--- config.mk ---
export PLATFORM = sky130hd
export DESIGN_NAME = fifo_queue_with_delete
export DESIGN_NICKNAME = d
export VERILOG_FILES = /design/src/rtl/core/fqd_pkg.sv /design/src/rtl/core/fqd_cell.sv /design/src/rtl/core/fifo_queue_with_delete.sv
export SDC_FILE = /design/constraint.sdc
export NUM_CORES = 1
export LEC_CHECK = 0
export BUFFER_PORTS_ARGS = -buffer_cell sky130_fd_sc_hd__buf_2
export CORE_MARGIN = 5
export CORE_UTILIZATION = 60
export CTS_CLUSTER_DIAMETER = 60
export DETAILED_ROUTE_END_ITERATION = 10
export GPL_TIMING_DRIVEN = 0
export PLACE_DENSITY = 0.81
export SETUP_SLACK_MARGIN = 0.02
export SLEW_MARGIN = 20
export SYNTH_ARGS = -nofsm -noshare
export SYNTH_HDL_FRONTEND = slang
export SYNTH_SLANG_ARGS = --single-unit
--- constraint.sdc ---
create_clock -name clk -period 6.7 [get_ports clk]
set_input_delay 1.34 -clock clk [delete_from_list [all_inputs] [get_ports clk]]
set_output_delay 1.34 -clock clk [all_outputs]
set_load 0.05 [all_outputs]
--- src/rtl/core/fqd_pkg.sv ---
// Package for the FIFO queue with delete-by-value.
// Holds the request/response payload types, operation codes and field widths.
// No dependencies.
package fqd_pkg;

  localparam int FUNC_W = 2;
  localparam int ITEM_W = 32;
  localparam int LEN_W  = 5;

  localparam logic [FUNC_W-1:0] FUNC_ENQ = 2'd0;
  localparam logic [FUNC_W-1:0] FUNC_DEQ = 2'd1;
  localparam logic [FUNC_W-1:0] FUNC_DEL = 2'd2;

  localparam logic ST_OK  = 1'b0;
  localparam logic ST_ERR = 1'b1;

  typedef struct packed {
    logic [FUNC_W-1:0] func;
    logic [ITEM_W-1:0] item_value;
  } req_t;

  typedef struct packed {
    logic              status;
    logic [ITEM_W-1:0] head_value;
    logic [LEN_W-1:0]  length;
  } rsp_t;

  // per-cell update command
  typedef struct packed {
    logic load;
    logic shift;
  } cell_ctl_t;

endpackage

--- src/rtl/core/fqd_cell.sv ---
// One storage cell of the queue chain: holds one entry and compares it.
// Loads a new value, or takes its right neighbor's entry on a shift.
// Depends on fqd_pkg.
module fqd_cell #(
  parameter int DATA_WIDTH = 32
) (
  input  logic                  clk,
  input  fqd_pkg::cell_ctl_t    ctl,
  input  logic                  occupied,
  input  logic [DATA_WIDTH-1:0] cmp_value,
  input  logic [DATA_WIDTH-1:0] next_entry,
  output logic [DATA_WIDTH-1:0] entry,
  output logic                  match
);

  logic [DATA_WIDTH-1:0] entry_r;
  logic [DATA_WIDTH-1:0] entry_nxt;

  always_comb begin
    entry_nxt = entry_r;
    if (ctl.load) begin
      entry_nxt = cmp_value;
    end else if (ctl.shift) begin
      entry_nxt = next_entry;
    end
  end

  always_ff @(posedge clk) begin
    entry_r <= entry_nxt;
  end

  assign entry = entry_r;
  assign match = occupied && (entry_r == cmp_value);

endmodule

--- src/rtl/core/fifo_queue_with_delete.sv ---
// Top level of the FIFO queue with delete-by-value: cell chain, control and
// result register. Depends on fqd_pkg and fqd_cell.
//
// Usage:
//   Requests arrive on in_valid/in_stall/in_data (func, item_value). Enqueue
//   appends a non-zero value at the tail, dequeue pops the head and returns
//   it in head_value, delete removes the first entry from the head that
//   equals item_value; later entries close up behind it.
//   Each request yields exactly one response on out_valid/out_stall/out_data
//   with status (0 ok, 1 error), head_value and the length after the request.
//   The response is registered at the edge that takes the request. Throughput
//   is one request per cycle while the receiver does not stall; every cell
//   compares its entry and shifts within that cycle, and the first-match
//   mask is a log-depth prefix OR over the cell match bits.
//   When the receiver stalls, the response register holds and in_stall rises
//   until the response transfers; a new request is taken in the same cycle
//   that the held response goes out.
//   Reset empties the queue (count to zero) and drops any pending response;
//   entry storage is not cleared and is only read below the count.
module fifo_queue_with_delete #(
  parameter int DEPTH      = 16,
  parameter int DATA_WIDTH = 32
) (
  input  logic          clk,
  input  logic          rst_n,
  input  logic          in_valid,
  output logic          in_stall,
  input  fqd_pkg::req_t in_data,
  output logic          out_valid,
  input  logic          out_stall,
  output fqd_pkg::rsp_t out_data
);

  localparam int CW = $clog2(DEPTH + 1);

  logic [CW-1:0]         count_r;
  logic [CW-1:0]         count_nxt;
  logic                  out_valid_r;
  fqd_pkg::rsp_t         out_data_r;
  fqd_pkg::rsp_t         rsp_nxt;

  logic                  in_fire;
  logic [63:0]           val_ext;
  logic [DATA_WIDTH-1:0] val;
  logic                  val_zero;
  logic                  is_full;
  logic                  is_empty;
  logic                  enq_ok;
  logic                  deq_ok;
  logic                  del_ok;
  logic                  any_match;
  logic [63:0]           head_ext;

  logic [DEPTH-1:0]      match;
  logic [DEPTH-1:0]      first_mask;
  logic [DATA_WIDTH-1:0] entry [DEPTH];
  fqd_pkg::cell_ctl_t    ctl [DEPTH];

  assign in_fire  = in_valid && !in_stall;
  assign in_stall = out_valid_r && out_stall;

  assign val_ext  = 64'(in_data.item_value);
  assign val      = val_ext[DATA_WIDTH-1:0];
  assign val_zero = (val == '0);
  assign is_full  = (count_r == CW'(DEPTH));
  assign is_empty = (count_r == '0);

  // cells at or past the first match shift left on a delete
  always_comb begin
    first_mask = match;
    for (int s = 1; s < DEPTH; s = s * 2) begin
      first_mask = first_mask | (first_mask << s);
    end
  end

  assign any_match = |match;

  assign enq_ok = (in_data.func == fqd_pkg::FUNC_ENQ) && !val_zero && !is_full;
  assign deq_ok = (in_data.func == fqd_pkg::FUNC_DEQ) && !is_empty;
  assign del_ok = (in_data.func == fqd_pkg::FUNC_DEL) && !val_zero && any_match;

  genvar gi;
  generate
    for (gi = 0; gi < DEPTH; gi++) begin : g_cell
      logic [DATA_WIDTH-1:0] nbr;
      if (gi == DEPTH - 1) begin : g_last
        assign nbr = entry[gi];
      end else begin : g_mid
        assign nbr = entry[gi+1];
      end

      assign ctl[gi].load  = in_fire && enq_ok && (count_r == CW'(gi));
      assign ctl[gi].shift = in_fire && (deq_ok || (del_ok && first_mask[gi]));

      fqd_cell #(
        .DATA_WIDTH(DATA_WIDTH)
      ) u_cell (
        .clk        (clk),
        .ctl        (ctl[gi]),
        .occupied   (CW'(gi) < count_r),
        .cmp_value  (val),
        .next_entry (nbr),
        .entry      (entry[gi]),
        .match      (match[gi])
      );
    end
  endgenerate

  assign head_ext = 64'(entry[0]);

  always_comb begin
    count_nxt = count_r;
    if (enq_ok) begin
      count_nxt = CW'(count_r + 1'b1);
    end else if (deq_ok || del_ok) begin
      count_nxt = CW'(count_r - 1'b1);
    end

    rsp_nxt.status     = (enq_ok || deq_ok || del_ok) ? fqd_pkg::ST_OK : fqd_pkg::ST_ERR;
    rsp_nxt.head_value = deq_ok ? head_ext[fqd_pkg::ITEM_W-1:0] : '0;
    rsp_nxt.length     = fqd_pkg::LEN_W'(count_nxt);
  end

  always_ff @(posedge clk) begin
    if (!rst_n) begin
      count_r     <= '0;
      out_valid_r <= 1'b0;
    end else begin
      if (in_fire) begin
        count_r     <= count_nxt;
        out_valid_r <= 1'b1;
      end else if (!out_stall) begin
        out_valid_r <= 1'b0;
      end
    end
  end

  always_ff @(posedge clk) begin
    if (in_fire) begin
      out_data_r <= rsp_nxt;
    end
  end

  assign out_valid = out_valid_r;
  assign out_data  = out_data_r;

  a_count_bound: assert property (@(posedge clk) disable iff (!rst_n)
    count_r <= CW'(DEPTH))
    else $error("queue count exceeds depth");

  a_len_matches: assert property (@(posedge clk) disable iff (!rst_n)
    in_fire |=> out_data_r.length == fqd_pkg::LEN_W'(count_r))
    else $error("reported length differs from count");

  a_err_keeps_count: assert property (@(posedge clk) disable iff (!rst_n)
    in_fire && !(enq_ok || deq_ok || del_ok) |=> count_r == $past(count_r))
    else $error("failed request changed the count");

  a_enq_grows: assert property (@(posedge clk) disable iff (!rst_n)
    in_fire && enq_ok |=> count_r == CW'($past(count_r) + 1'b1))
    else $error("enqueue did not grow the queue");

  a_match_in_range: assert property (@(posedge clk) disable iff (!rst_n)
    is_empty |-> !any_match)
    else $error("match reported on empty queue");

endmodule

Word-level counts from Yosys, hierarchy flattened
Index checks and enable logic that the tools add are counted.
W data, S select, Z words.
{"block": "word_totals", "input_bits": 38, "reg_bits": 556, "out_inout_bits": 40, "elab_cells": 224}
{"block": "op_classes", "eq_ne": 35, "bitwise": 4, "n_reduce_logical": 111, "muxes": 35, "magnitude_cmp": 16, "n_addsub": 2}
{"operator": "$mux W32", "n": 30}
{"operator": "$eq A32 B32 Y1", "n": 16}
{"operator": "$logic_and A1 B1 Y1", "n": 70}
{"operator": "$or A15 B15 Y15", "n": 4}
{"operator": "$eq A5 B4 Y1 const B", "n": 8}
{"operator": "$lt A4 B5 Y1 const A", "n": 8}
{"operator": "$logic_not A32 Y1", "n": 1}
{"operator": "$reduce_bool A2 Y1", "n": 15}
{"operator": "$eq A5 B3 Y1 const B", "n": 4}
{"operator": "$lt A3 B5 Y1 const A", "n": 4}
{"operator": "$logic_or A1 B1 Y1", "n": 18}
{"operator": "$reduce_or A16 Y1", "n": 1}
{"operator": "$eq A5 B2 Y1 const B", "n": 2}
{"operator": "$lt A1 B5 Y1 const A", "n": 2}
{"operator": "$lt A2 B5 Y1 const A", "n": 2}
{"operator": "$mux W5", "n": 2}
{"operator": "$add A5 B1 Y5 const B", "n": 1}
{"operator": "$eq A5 B1 Y1 const B", "n": 1}
{"operator": "$eq A5 B5 Y1 const B", "n": 1}
{"operator": "$logic_not A5 Y1", "n": 1}
{"operator": "$sub A5 B1 Y5 const B", "n": 1}
{"operator": "$logic_not A1 Y1", "n": 4}
{"operator": "$mux W1", "n": 3}
{"operator": "$eq A2 B1 Y1 const B", "n": 1}
{"operator": "other kinds (3)", "n": 3}

Depth between registers and ports, before layout
Gate-level depths: netlist of the first run.
{"block": "depth", "ltp_word": 11, "ltp_mapped": 13, "mapped_depth_nobuf": 10}

Modules after synthesis
A second synthesis of the first run with hierarchy kept.
{"block": "hier_totals", "hier_cells": 2067, "area_unflattened_um2": 29856.1}
{"module": "fqd_cell", "seq_area_each_um2": 960.9, "cells_per_inst": 113, "n_inst": 16, "area_per_inst_um2": 1710.4}
{"module": "fifo_queue_with_delete", "seq_area_each_um2": 1261.2, "cells_per_inst": 259, "n_inst": 1, "area_per_inst_um2": 2489.9}

Least setup slack after synthesis of the first run
Ideal clock, no wire load.
{"block": "synth_timing", "path_kind": "in2reg", "startpoint": "input in_data[0] (netlist bit)", "endpoint": "register g_cell[0].u_cell.entry_r[0], enable pin", "t_arrival_ns": 5.047, "slack_ns": 1.221, "n_path_buf": 2, "stages": 11, "setup_time_ns": 0.433, "required_ns": 6.267, "path_cell_list": "buf_2 xor2_1 nor4_1 nand3_1 or4_1 and4_1 a41o_1 a21bo_4 buf_8 nand2_2 o22ai_1"}
{"block": "synth_via", "elab_chain_len": 10, "elab_cells_between_ends": 49, "cone_classes": "16 x eq/ne; 4 x bitwise; 29 x reduce/logical"}
{"element": "from (decl)", "line": "fifo_queue_with_delete.sv:28", "text": "input fqd_pkg::req_t in_data,"}
{"element": "$eq A32 B32 Y1", "line": "fqd_cell.sv:33", "text": "assign match = occupied && (entry_r == cmp_value);"}
{"element": "$logic_and A1 B1 Y1", "line": "fqd_cell.sv:33"}
{"element": "$or A15 B15 Y15 (4 in a row)", "line": "fifo_queue_with_delete.sv:72", "text": "first_mask = first_mask | (first_mask << s);"}
{"element": "$logic_and A1 B1 Y1", "line": "fifo_queue_with_delete.sv:93", "text": "assign ctl[gi].shift = in_fire && (deq_ok || (del_ok && first_mask[gi]));"}
{"element": "$logic_or A1 B1 Y1", "line": "fifo_queue_with_delete.sv:93"}
{"element": "$logic_and A1 B1 Y1", "line": "fifo_queue_with_delete.sv:93"}
{"element": "$reduce_bool A2 Y1 (no line) (*)"}
{"element": "to (signal assigned)", "line": "fqd_cell.sv:29", "text": "entry_r <= entry_nxt;"}
{"element": "to (decl)", "line": "fqd_cell.sv:16", "text": "logic [DATA_WIDTH-1:0] entry_r;"}
Every way passes the cells marked *; elsewhere a longest branch is shown, timed or not.
A chain may end at the register's enable or synchronous reset.

Final worst setup path of the first run
{"block": "layout_timing", "startpoint": "input in_data[23] (netlist bit)", "endpoint": "register g_cell[14].u_cell.entry_r[16], enable pin"}
{"block": "layout_via", "elab_chain_len": 10, "elab_cells_between_ends": 49, "cone_classes": "16 x eq/ne; 4 x bitwise; 29 x reduce/logical"}
{"element": "$eq A32 B32 Y1", "line": "fqd_cell.sv:33"}
{"element": "$logic_and A1 B1 Y1", "line": "fqd_cell.sv:33"}
{"element": "$or A15 B15 Y15 (4 in a row)", "line": "fifo_queue_with_delete.sv:72"}
{"element": "$logic_and A1 B1 Y1", "line": "fifo_queue_with_delete.sv:93"}
{"element": "$logic_or A1 B1 Y1", "line": "fifo_queue_with_delete.sv:93"}
{"element": "$logic_and A1 B1 Y1", "line": "fifo_queue_with_delete.sv:93"}
{"element": "$reduce_bool A2 Y1 (no line) (*)"}
{"element": "to (signal assigned)", "line": "fqd_cell.sv:29"}
{"element": "to (decl)", "line": "fqd_cell.sv:16"}
Marked as above.

==> results of run 1 <==
-- worst register-to-register path: cells and delay by family, from the launching register on --
kind                       cells  cell delay, ns
AOI/OAI and AO/OA              4            1.88
adders and majority gates      1            0.38
buffers and inverters          5            1.21
DFF                            1            0.36
and+or+nand+nor                4            1.73
-- registers in the layout, summed over array words and instances, names as in the netlist --
name	count
count_r	5
g_cell.u_cell.entry	512
out_data	38
out_valid	1
-- layout make-up --
class / count / area (um2)
well taps: 672 / 840.8
multi-input cells: 1365 / 12350
clock inverters: 35 / 274.0
plain buffers: 187 / 1109
fillers: 3565 / 16360
inverters: 14 / 52.55
repair buffers: 96 / 704.4
flip-flops and latches: 556 / 16640
clock buffers: 74 / 1533
-- layer usage --
layer / track usage, % / up-vias / routed length (um)
met5: 0 / - / 0
met4: 25.01 / 0 / 8476
met3: 5.275 / 263 / 6488
met2: 53.76 / 999 / 43140
met1: 39.74 / 9376 / 33120
li1: - / 8137 / -
-- path summary, 6_finish.rpt --
kind         slack (ns)                      start                     endpoint  cells past startpoint
min                0.57  g_cell[0].u_cell.entry[0]                  out_data[5]                      1
min reg2reg        0.57  g_cell[0].u_cell.entry[0]                  out_data[5]                      1
max                0.54                in_data[23]  g_cell[14].u_cell.entry[16]                     14
max reg2reg        0.90                 count_r[0]  g_cell[14].u_cell.entry[16]                     14
-- per-stage QoR --
step,instance area (um2),utilization (%)
after detailed placement,31680,63.53
after CTS,33490,67.16
after global routing,33500,67.19
after floorplan,30030,-
final,33500,67.19
after global placement,31260,62.68
-- kinds of logic (layout without fill, tap and decap cells) --
logic type      count (synthesis)  in the layout  share of synthesized area (%)
compound gates                 60             60                          1.512
xor+xnor                      510            510                          14.87
fa+ha+maj                       5              5                         0.2083
buf+inv                       201            406                          3.854
mux                           483            483                          18.10
simple gates                  307            307                          6.050
flops                         556            556                          55.40
-- power by group --
group          total, W  leakage, nW  switching [W]  internal [W]
Clock           0.00315        0.889        0.00139       0.00177
Sequential      0.00382         5.04      0.0000139       0.00381
Combinational  0.000652         5.45       0.000462      0.000190
Total           0.00763         11.4        0.00186       0.00577
-- cells in the final DEF, fill, tap and decap left out, drive strengths merged, types with 3 or more instances in the layout --
cell,instances
edfxtp,550
mux2,481
xor2,302
buf,243
xnor2,208
clkbuf,114
nor4,87
nand4,70
and2,34
nand2,34
clkinv,28
nor2,25
nand3,25
inv,16
o21ai,12
nor3,11
a21oi,8
dfxtp,6
a31oi,5
nand2b,5
ha,5
o21bai,5
or4,4
bufinv,4
nor2b,3
a21o,3
o211ai,3
a2111oi,3
nor3b,3
==> results.py, run 1 <==
metrics = {
    "placement": {
        "place_hpwl_um": 71720,
        "pre_cts_slack_ns": -0.0005365,
        "gp_congestion": 1.082,
        "dpl.cell_count": 2889,
        "numPortBuffers": 77,
    },
    "grt": {
        "grt_pass1_wl_um": 128300,
        "grt-ovfl-total": 0,
        "grt_pass1_vias": 18890,
        "grt.total_usage_pct": 33.07,
        "grt_max_degree": 48,
        "antenna_found_initial": 0,
    },
    "critical_path": {
        "worstSetupPathType": "primary input to register",
        "cp_common_cell": "buf_4",
        "path_max_fanout": 10,
        "critPathCaptureType": "register",
        "cpMaxStageDelayCell": "nor4_1",
        "crit_arrival_ns": 6.50,
        "path_delay_family": "simple AND/OR/NAND/NOR gates",
        "crit_buf_inv": 5,
        "max_stage_delay_ns": 0.73,
        "crit_chain": "buf_2 > buf_4 > xnor2_1 > nand4_1 > nor4_1 > nand4_1 > or4_1 > a41o_1 > a21bo_4 > buf_8 > nand2_2 > o211ai_1 > buf_4 > buf_4",
        "crit_required_ns": 7.04,
        "start_kind": "primary input",
    },
    "logic_synthesis": {
        "syn-num-nets": 2165,
        "yosysMostFrequentCell": "edfxtp_1",
        "synth_top_area_share_pct": 55.00,
        "synth_edf_count": 550,
        "synth_area_leaders": "edfxtp_1 (55%), mux2_2 (16%), xor2_1 (8.8%)",
        "ys_async_sr_fraction_pct": 0,
        "synth_flop_cell": "edfxtp_1",
        "yosysSeqAreaShare_pct": 55.40,
        "yosysTopAreaCell": "edfxtp_1",
        "synth-seq-cells": 556,
        "syn_inst": 2122,
        "synth_area_per_cell_um2": 14.15,
        "yosysWarnings": 0,
        "netlist_area_um2": 30030,
        "ys_top_cells_by_count": "edfxtp_1 (550), mux2_2 (430), xor2_1 (302)",
        "synth_cell_type_count": 63,
    },
    "clock_tree": {
        "clockBufferDepth": 3,
        "ctsHtreeMaxLevel": 2,
        "cts_sinks": 556,
        "cts_tree": "built",
        "cts_buffers": 58,
        "cts_resized": 0,
        "hold_buffers": 0,
        "clkSlewWorstSetupHoldPaths_ns": 0.06,
        "clkLatencyLatePin_ns": 0.63,
        "root_buffer": "clkbuf_16",
        "cts_setup_buffers": 0,
    },
    "sta": {
        "slew_violations": 0,
        "fmax_mhz": 162.3,
        "timing.final.crit_period_ns": 6.162,
        "skew_ns": 0.01986,
        "finalHoldViolations": 0,
        "relSlewSlack_pct": 23.09,
        "setup_slack_ns": 0.5380,
        "fin_setup_tns_ns": 0,
        "tightest_slew_ns": 1.145,
        "fin_crit_sh_pct": 91.97,
        "finalSetupViolations": 0,
        "rsz0062_at_grt": "false",
        "whs_ns": 0.5749,
    },
    "detailed_routing": {
        "routed_wl_um": 91230,
        "drt_first_pass_iters": 5,
        "vias": 18780,
        "drt_iter0_markers": 2140,
        "vias_per_cell": 6.260,
        "drc_errors": 0,
        "wl_per_cell_um": 30.42,
        "ant_nets": 0,
    },
    "die": {
        "die_h_um": 233.7,
        "die_w_um": 233.7,
        "coreArea_um2": 49860,
        "rows": 82,
        "io_pins": 78,
        "die_area_um2": 54630,
        "initial_core_util_pct": 60.23,
    },
    "outcome": {
        "outcome": "completed",
    },
    "layout": {
        "area_delta_synth_final_pct": 11.56,
        "instances_no_fill": 2999,
        "drive_gt1_share_pct": 33.99,
        "nNetsFinal": 2321,
        "diodes": 0,
    },
    "min_path": {
        "hold_class": "register to register",
    },
    "flow_run": {
        "maxCapViolations": 0,
    },
    "power": {
        "cellPowerDensity_nw_per_um2": 227.8,
        "peakVddDrop_uv": 180.8,
        "power.total_w": 0.007630,
        "p_leak_nw": 11.37,
    },
}
No activity file was read; power rests on OpenSTA's default activity.
==> inputs of run 2 (changes only) <==
- SYNTH_HIERARCHICAL: default -> 1
==> results.py, run 2 <==
metrics = {
    "clock_tree": {
        "clockBufferDepth": 3,
        "cts_sinks": 556,
        "cts_resized": 0,
        "hold_buffers": 0,
        "ctsHtreeMaxLevel": 2,
        "clkLatencyLatePin_ns": 0.61,
        "cts_setup_buffers": 0,
        "cts_tree": "built",
        "root_buffer": "clkbuf_16",
        "cts_buffers": 57,
        "clkSlewWorstSetupHoldPaths_ns": 0.06,
    },
    "power": {
        "p_int_w": 0.005763,
        "power_frac_comb_pct": 7.3,
        "p_leak_nw": 11.09,
        "p_seq_share_pct": 51.6,
        "peakVddDrop_uv": 233.5,
        "p_sw_w": 0.001700,
        "cellPowerDensity_nw_per_um2": 227.2,
        "clkPwrFrac_pct": 41.1,
        "power.total_w": 0.007463,
        "p_sw_share_pct": 22.78,
    },
    "layout": {
        "nNetsFinal": 2246,
        "seqCellArea_um2": 16640,
        "largest_register_ffs": 512,
        "instances_no_fill": 2909,
        "final_cell_mix": "edfxtp_1 (550), mux2_2 (512), xor2_1 (433)",
        "multi_input_area_um2": 12760,
        "fillerInstances": 3459,
        "layout_commonest_cell": "edfxtp_1",
        "area_delta_synth_final_pct": 10.01,
        "drive_gt1_share_pct": 34.34,
        "postLayoutCellArea_um2": 32840,
        "diodes": 0,
    },
    "outcome": {
        "outcome": "completed",
    },
    "critical_path": {
        "crit_required_ns": 6.93,
        "path_max_fanout": 33,
        "worstSetupPathType": "primary input to register",
        "start_kind": "primary input",
        "ff2ff_setup_slack_ns": 1.61,
        "critPathCaptureType": "register",
        "crit_arrival_ns": 6.22,
    },
    "sta": {
        "timing.final.crit_period_ns": 5.997,
        "fmax_mhz": 166.7,
        "fin_crit_sh_pct": 89.51,
        "slew_violations": 0,
        "finalSetupViolations": 0,
        "skew_ns": 0.02148,
        "finalHoldViolations": 0,
        "rsz0062_at_grt": "false",
        "fin_setup_tns_ns": 0,
        "relSlewSlack_pct": 22.76,
        "whs_ns": 0.5587,
        "tightest_slew_ns": 1.159,
    },
    "logic_synthesis": {
        "ys_top_cells_by_count": "edfxtp_1 (550), mux2_2 (512), xor2_1 (433)",
        "synth_flop_cell": "edfxtp_1",
        "synth_top_area_share_pct": 55.32,
        "syn_inst": 2067,
        "ys_async_sr_fraction_pct": 0,
        "synth_area_per_cell_um2": 14.44,
        "netlist_area_um2": 29860,
        "yosysTopAreaCell": "edfxtp_1",
        "syn-num-nets": 2110,
        "yosysWarnings": 6,
        "synth-seq-cells": 556,
        "synth_area_leaders": "edfxtp_1 (55%), mux2_2 (19%), xor2_1 (13%)",
        "synth_edf_count": 550,
        "synth_cell_type_count": 47,
        "yosysSeqAreaShare_pct": 55.72,
        "yosysMostFrequentCell": "edfxtp_1",
    },
    "grt": {
        "grt.total_usage_pct": 25.64,
        "grt-ovfl-total": 0,
        "antenna_found_initial": 7,
        "grt_pass1_wl_um": 107100,
        "grt_max_degree": 50,
        "grt_pass1_vias": 18670,
    },
    "detailed_routing": {
        "drt_iter0_markers": 1381,
        "drc_errors": 0,
        "drt_first_pass_iters": 5,
        "vias_per_cell": 6.079,
        "wl_per_cell_um": 24.05,
        "vias": 17690,
        "ant_nets": 0,
        "routed_wl_um": 69970,
    },
    "placement": {
        "gp_congestion": 0.8640,
        "dpl.cell_count": 2808,
        "postPlaceCellArea_um2": 31070,
        "numPortBuffers": 77,
        "place_hpwl_um": 46720,
    },
    "die": {
        "io_pins": 78,
        "die_h_um": 233.1,
        "die_w_um": 233.1,
        "die_area_um2": 54320,
        "rows": 81,
        "coreArea_um2": 49050,
        "initial_core_util_pct": 60.87,
    },
    "flow_run": {
        "maxCapViolations": 0,
    },
    "min_path": {
        "hold_class": "register to register",
    },
}
## run 2: cell count changes after synthesis, sizes merged, moves of 13 or more
cell and delta:
a2111oi +13, buf -98, clkbuf -13, inv +13, mux2 +31, nand4 -51, nor4 +41, o2111ai +16
or2 +15, xnor2 -141, xor2 +131
## run 2: power by group through the flow
| stage | clock (W) | sequential [W] | combinational [W] |
|---|---|---|---|
| CTS | 0.00311 | 0.00385 | 0.000539 |
| detailed placement | 0 | 0.00392 | 0.000535 |
| global route | 0.00326 | 0.00385 | 0.000580 |
| global placement | 0 | 0.00392 | 0.000522 |
| floorplan | 0 | 0.00398 | 0.000245 |
| finish | 0.00307 | 0.00385 | 0.000546 |
## run 2: final cells by class
class | count | share of cell area [%]
tap | 664 | 2.530
clock inverter | 34 | 0.9333
clock buffer | 67 | 4.457
timing repair buffer | 77 | 1.173
inverter | 29 | 0.3352
buffer | 76 | 1.078
sequential | 556 | 50.65
multi-input combinational | 1406 | 38.84
## run 2: kinds of logic after synthesis
logic type	synth area share (%)
multiplexers	19.38
flip-flops	55.72
XOR/XNOR	14.67
AND/OR/NAND/NOR	6.274
buffers and inverters	1.551
AO/OA/AOI/OAI	2.200
adder cells (fa/ha/maj)	0.2095
## run 2: stage by stage
step                      util [%]  setup WS, ns
after floorplan                  -         2.512
after global placement       63.35        0.4007
after detailed placement     63.35        0.1825
after CTS                    66.96        0.8262
after global routing         66.96        0.5602
final                        66.96        0.7027
## run 2: final timing paths
check	start	to	cells past startpoint
max	in_data[1]	g_cell[12].u_cell/entry[5]	13
min	g_cell[0].u_cell/entry[15]	out_data[20]	1
max reg2reg	count_r[2]	g_cell[12].u_cell/entry[5]	13
min reg2reg	g_cell[0].u_cell/entry[15]	out_data[20]	1
## run 2: worst max-delay path: stages
cell and delay, ns:
buf_2 0.80, xor2_1 0.15, nor4_1 0.53, nand4_1 0.31, nor4_2 0.79, nor4_1 0.12
nand4_1 0.19, nand2_1 0.14, o21bai_1 0.20, nand2_1 0.29, clkbuf_1 0.44, nor2_1 0.21
or2_2 0.64
## run 2: routing by layer
layer / vias up / wire length (um) / track usage, %
met5: - / 13 / 0
met4: 2 / 2546 / 9.655
met3: 178 / 4483 / 4.947
met2: 564 / 36430 / 45.94
met1: 8896 / 26490 / 30.73
li1: 8045 / - / -
==> inputs of run 3 (changes only) <==
- CORE_UTILIZATION: 60 -> 25
- PLACE_DENSITY: 0.81 -> 0.43
==> results.py, run 3 (synthesis gave the netlist of run 2 again) <==
metrics = {
    "critical_path": {
        "cpMaxStageDelayCell": "nor4_2",
        "r2r_cells": 13,
        "endpoint": "g_cell[0].u_cell/entry[1]",
        "r2r-start": "count_r[2]",
        "max_stage_delay_ns": 0.91,
        "cp-startpoint": "in_data[25]",
        "ff2ff_setup_slack_ns": 1.48,
        "start_kind": "primary input",
        "crit_arrival_ns": 6.34,
        "critPathCaptureType": "register",
        "crit_chain": "buf_2 > xor2_1 > nor4_1 > nand4_1 > nor4_2 > nor4_1 > nand4_1 > nand2_1 > o21bai_1 > nand2_1 > clkbuf_1 > nor2_1 > or2_2",
        "crit_required_ns": 6.93,
        "r2r_end": "g_cell[0].u_cell/entry[1]",
        "worstSetupPathType": "primary input to register",
        "path_max_fanout": 33,
    },
    "layout": {
        "drive_gt1_share_pct": 35.31,
        "fillerInstances": 11960,
        "layout_commonest_cell": "edfxtp_1",
        "area_delta_synth_final_pct": 15.77,
        "largest_register_ffs": 512,
        "final_cell_mix": "edfxtp_1 (550), mux2_2 (512), xor2_1 (433)",
        "nNetsFinal": 2267,
    },
    "clock_tree": {
        "cts_tree": "built",
        "clkLatencyLatePin_ns": 0.61,
        "ctsHtreeMaxLevel": 3,
        "root_buffer": "clkbuf_16",
        "clkSlewWorstSetupHoldPaths_ns": 0.06,
        "cts_setup_buffers": 0,
        "clockBufferDepth": 3,
        "cts_sinks": 556,
        "hold_buffers": 0,
        "cts_resized": 0,
        "cts_buffers": 70,
    },
    "die": {
        "coreArea_um2": 118400,
        "die_w_um": 355.6,
        "initial_core_util_pct": 25.22,
        "die_area_um2": 126400,
        "rows": 126,
        "die_h_um": 355.6,
        "io_pins": 78,
    },
    "sta": {
        "finalHoldViolations": 0,
        "slew_violations": 0,
        "finalSetupViolations": 0,
        "tightest_slew_ns": 1.141,
        "relSlewSlack_pct": 23.91,
        "rsz0062_at_grt": "false",
        "skew_ns": 0.03293,
        "fin_setup_tns_ns": 0,
        "timing.final.crit_period_ns": 6.113,
        "fin_crit_sh_pct": 91.24,
        "fmax_mhz": 163.6,
    },
    "detailed_routing": {
        "wl_per_cell_um": 20.88,
        "drt_iter0_markers": 844,
        "vias_per_cell": 4.369,
        "vias": 16960,
        "routed_wl_um": 81040,
        "drt_first_pass_iters": 5,
        "ant_nets": 0,
        "drc_errors": 0,
    },
    "grt": {
        "grt-ovfl-total": 0,
        "grt_max_degree": 37,
        "grt.total_usage_pct": 12.67,
        "antenna_found_initial": 6,
        "grt_pass1_wl_um": 121600,
        "grt_pass1_vias": 18740,
    },
    "outcome": {
        "outcome": "completed",
    },
    "placement": {
        "place_hpwl_um": 57110,
        "numPortBuffers": 77,
        "gp_congestion": 0.7582,
    },
    "flow_run": {
        "maxCapViolations": 0,
    },
    "power": {
        "power.total_w": 0.007968,
        "cellPowerDensity_nw_per_um2": 230.5,
        "p_leak_nw": 11.36,
        "peakVddDrop_uv": 151.8,
    },
    "min_path": {
        "hold_class": "register to register",
    },
}
-- run 3: per-stage QoR --
step                      cell area [um2]  setup WS, ns  instances  hold WS (ns)  util [%]
after floorplan                     29860         2.512       2067        0.5246         -
after global placement              32240       -0.2848       3744        0.5448     27.23
after detailed placement            32310       -0.3054       3747        0.5508     27.29
after CTS                           34460        0.3503       3875        0.5644     29.11
after global routing                34570        0.3988       3881        0.5834     29.19
final                               34570        0.5871       3881        0.5589     29.19
-- run 3: per-layer routing --
metal	GRT usage [%]	vias up	part of all wire [%]
met3	2.150	134	3.3
met1	15.27	8461	43
li1	-	8098	-
met4	3.738	2	2.8
met5	0	-	0.0086
met2	23.12	262	51
-- run 3: power breakdown --
part           switching, W  internal, W  leakage (nW)
combinational      0.000397     0.000169          5.26
clock               0.00149      0.00206          1.06
sequential        0.0000223      0.00383          5.04
total               0.00191      0.00606          11.4
-- run 3: area by class of cell --
cell class,instances,area [um2],share of cell area [%]
Sequential cell,556,16640,48.13
Multi-Input combinational cell,1406,12760,36.91
Tap cell,1600,2002,5.792
Clock buffer,87,1858,5.375
Timing Repair Buffer,85,555.5,1.607
Buffer,76,354.1,1.024
Clock inverter,41,290.3,0.8398
Inverter,29,110.1,0.3185
Antenna cell,1,2.502,0.007240
-- run 3: worst min-delay path by stage --
stage               slack, ns                  startpoint           end  depth (start not counted)
detailed placement       0.55  g_cell[0].u_cell/entry[15]  out_data[20]                          1
global route             0.58  g_cell[0].u_cell/entry[15]  out_data[20]                          1
global placement         0.54                   out_valid     out_valid                          3
finish                   0.56  g_cell[0].u_cell/entry[15]  out_data[20]                          1
CTS                      0.56  g_cell[0].u_cell/entry[15]  out_data[20]                          1
floorplan                0.52  g_cell[0].u_cell/entry[15]  out_data[20]                          1
-- run 3: critical path: cells and delay by family --
kind | cells | cell delay, ns
buffers and inverters | 2 | 1.23
xor gates and xnor gates | 1 | 0.16
AOI/OAI and AO/OA | 1 | 0.20
and+or+nand+nor | 9 | 3.27
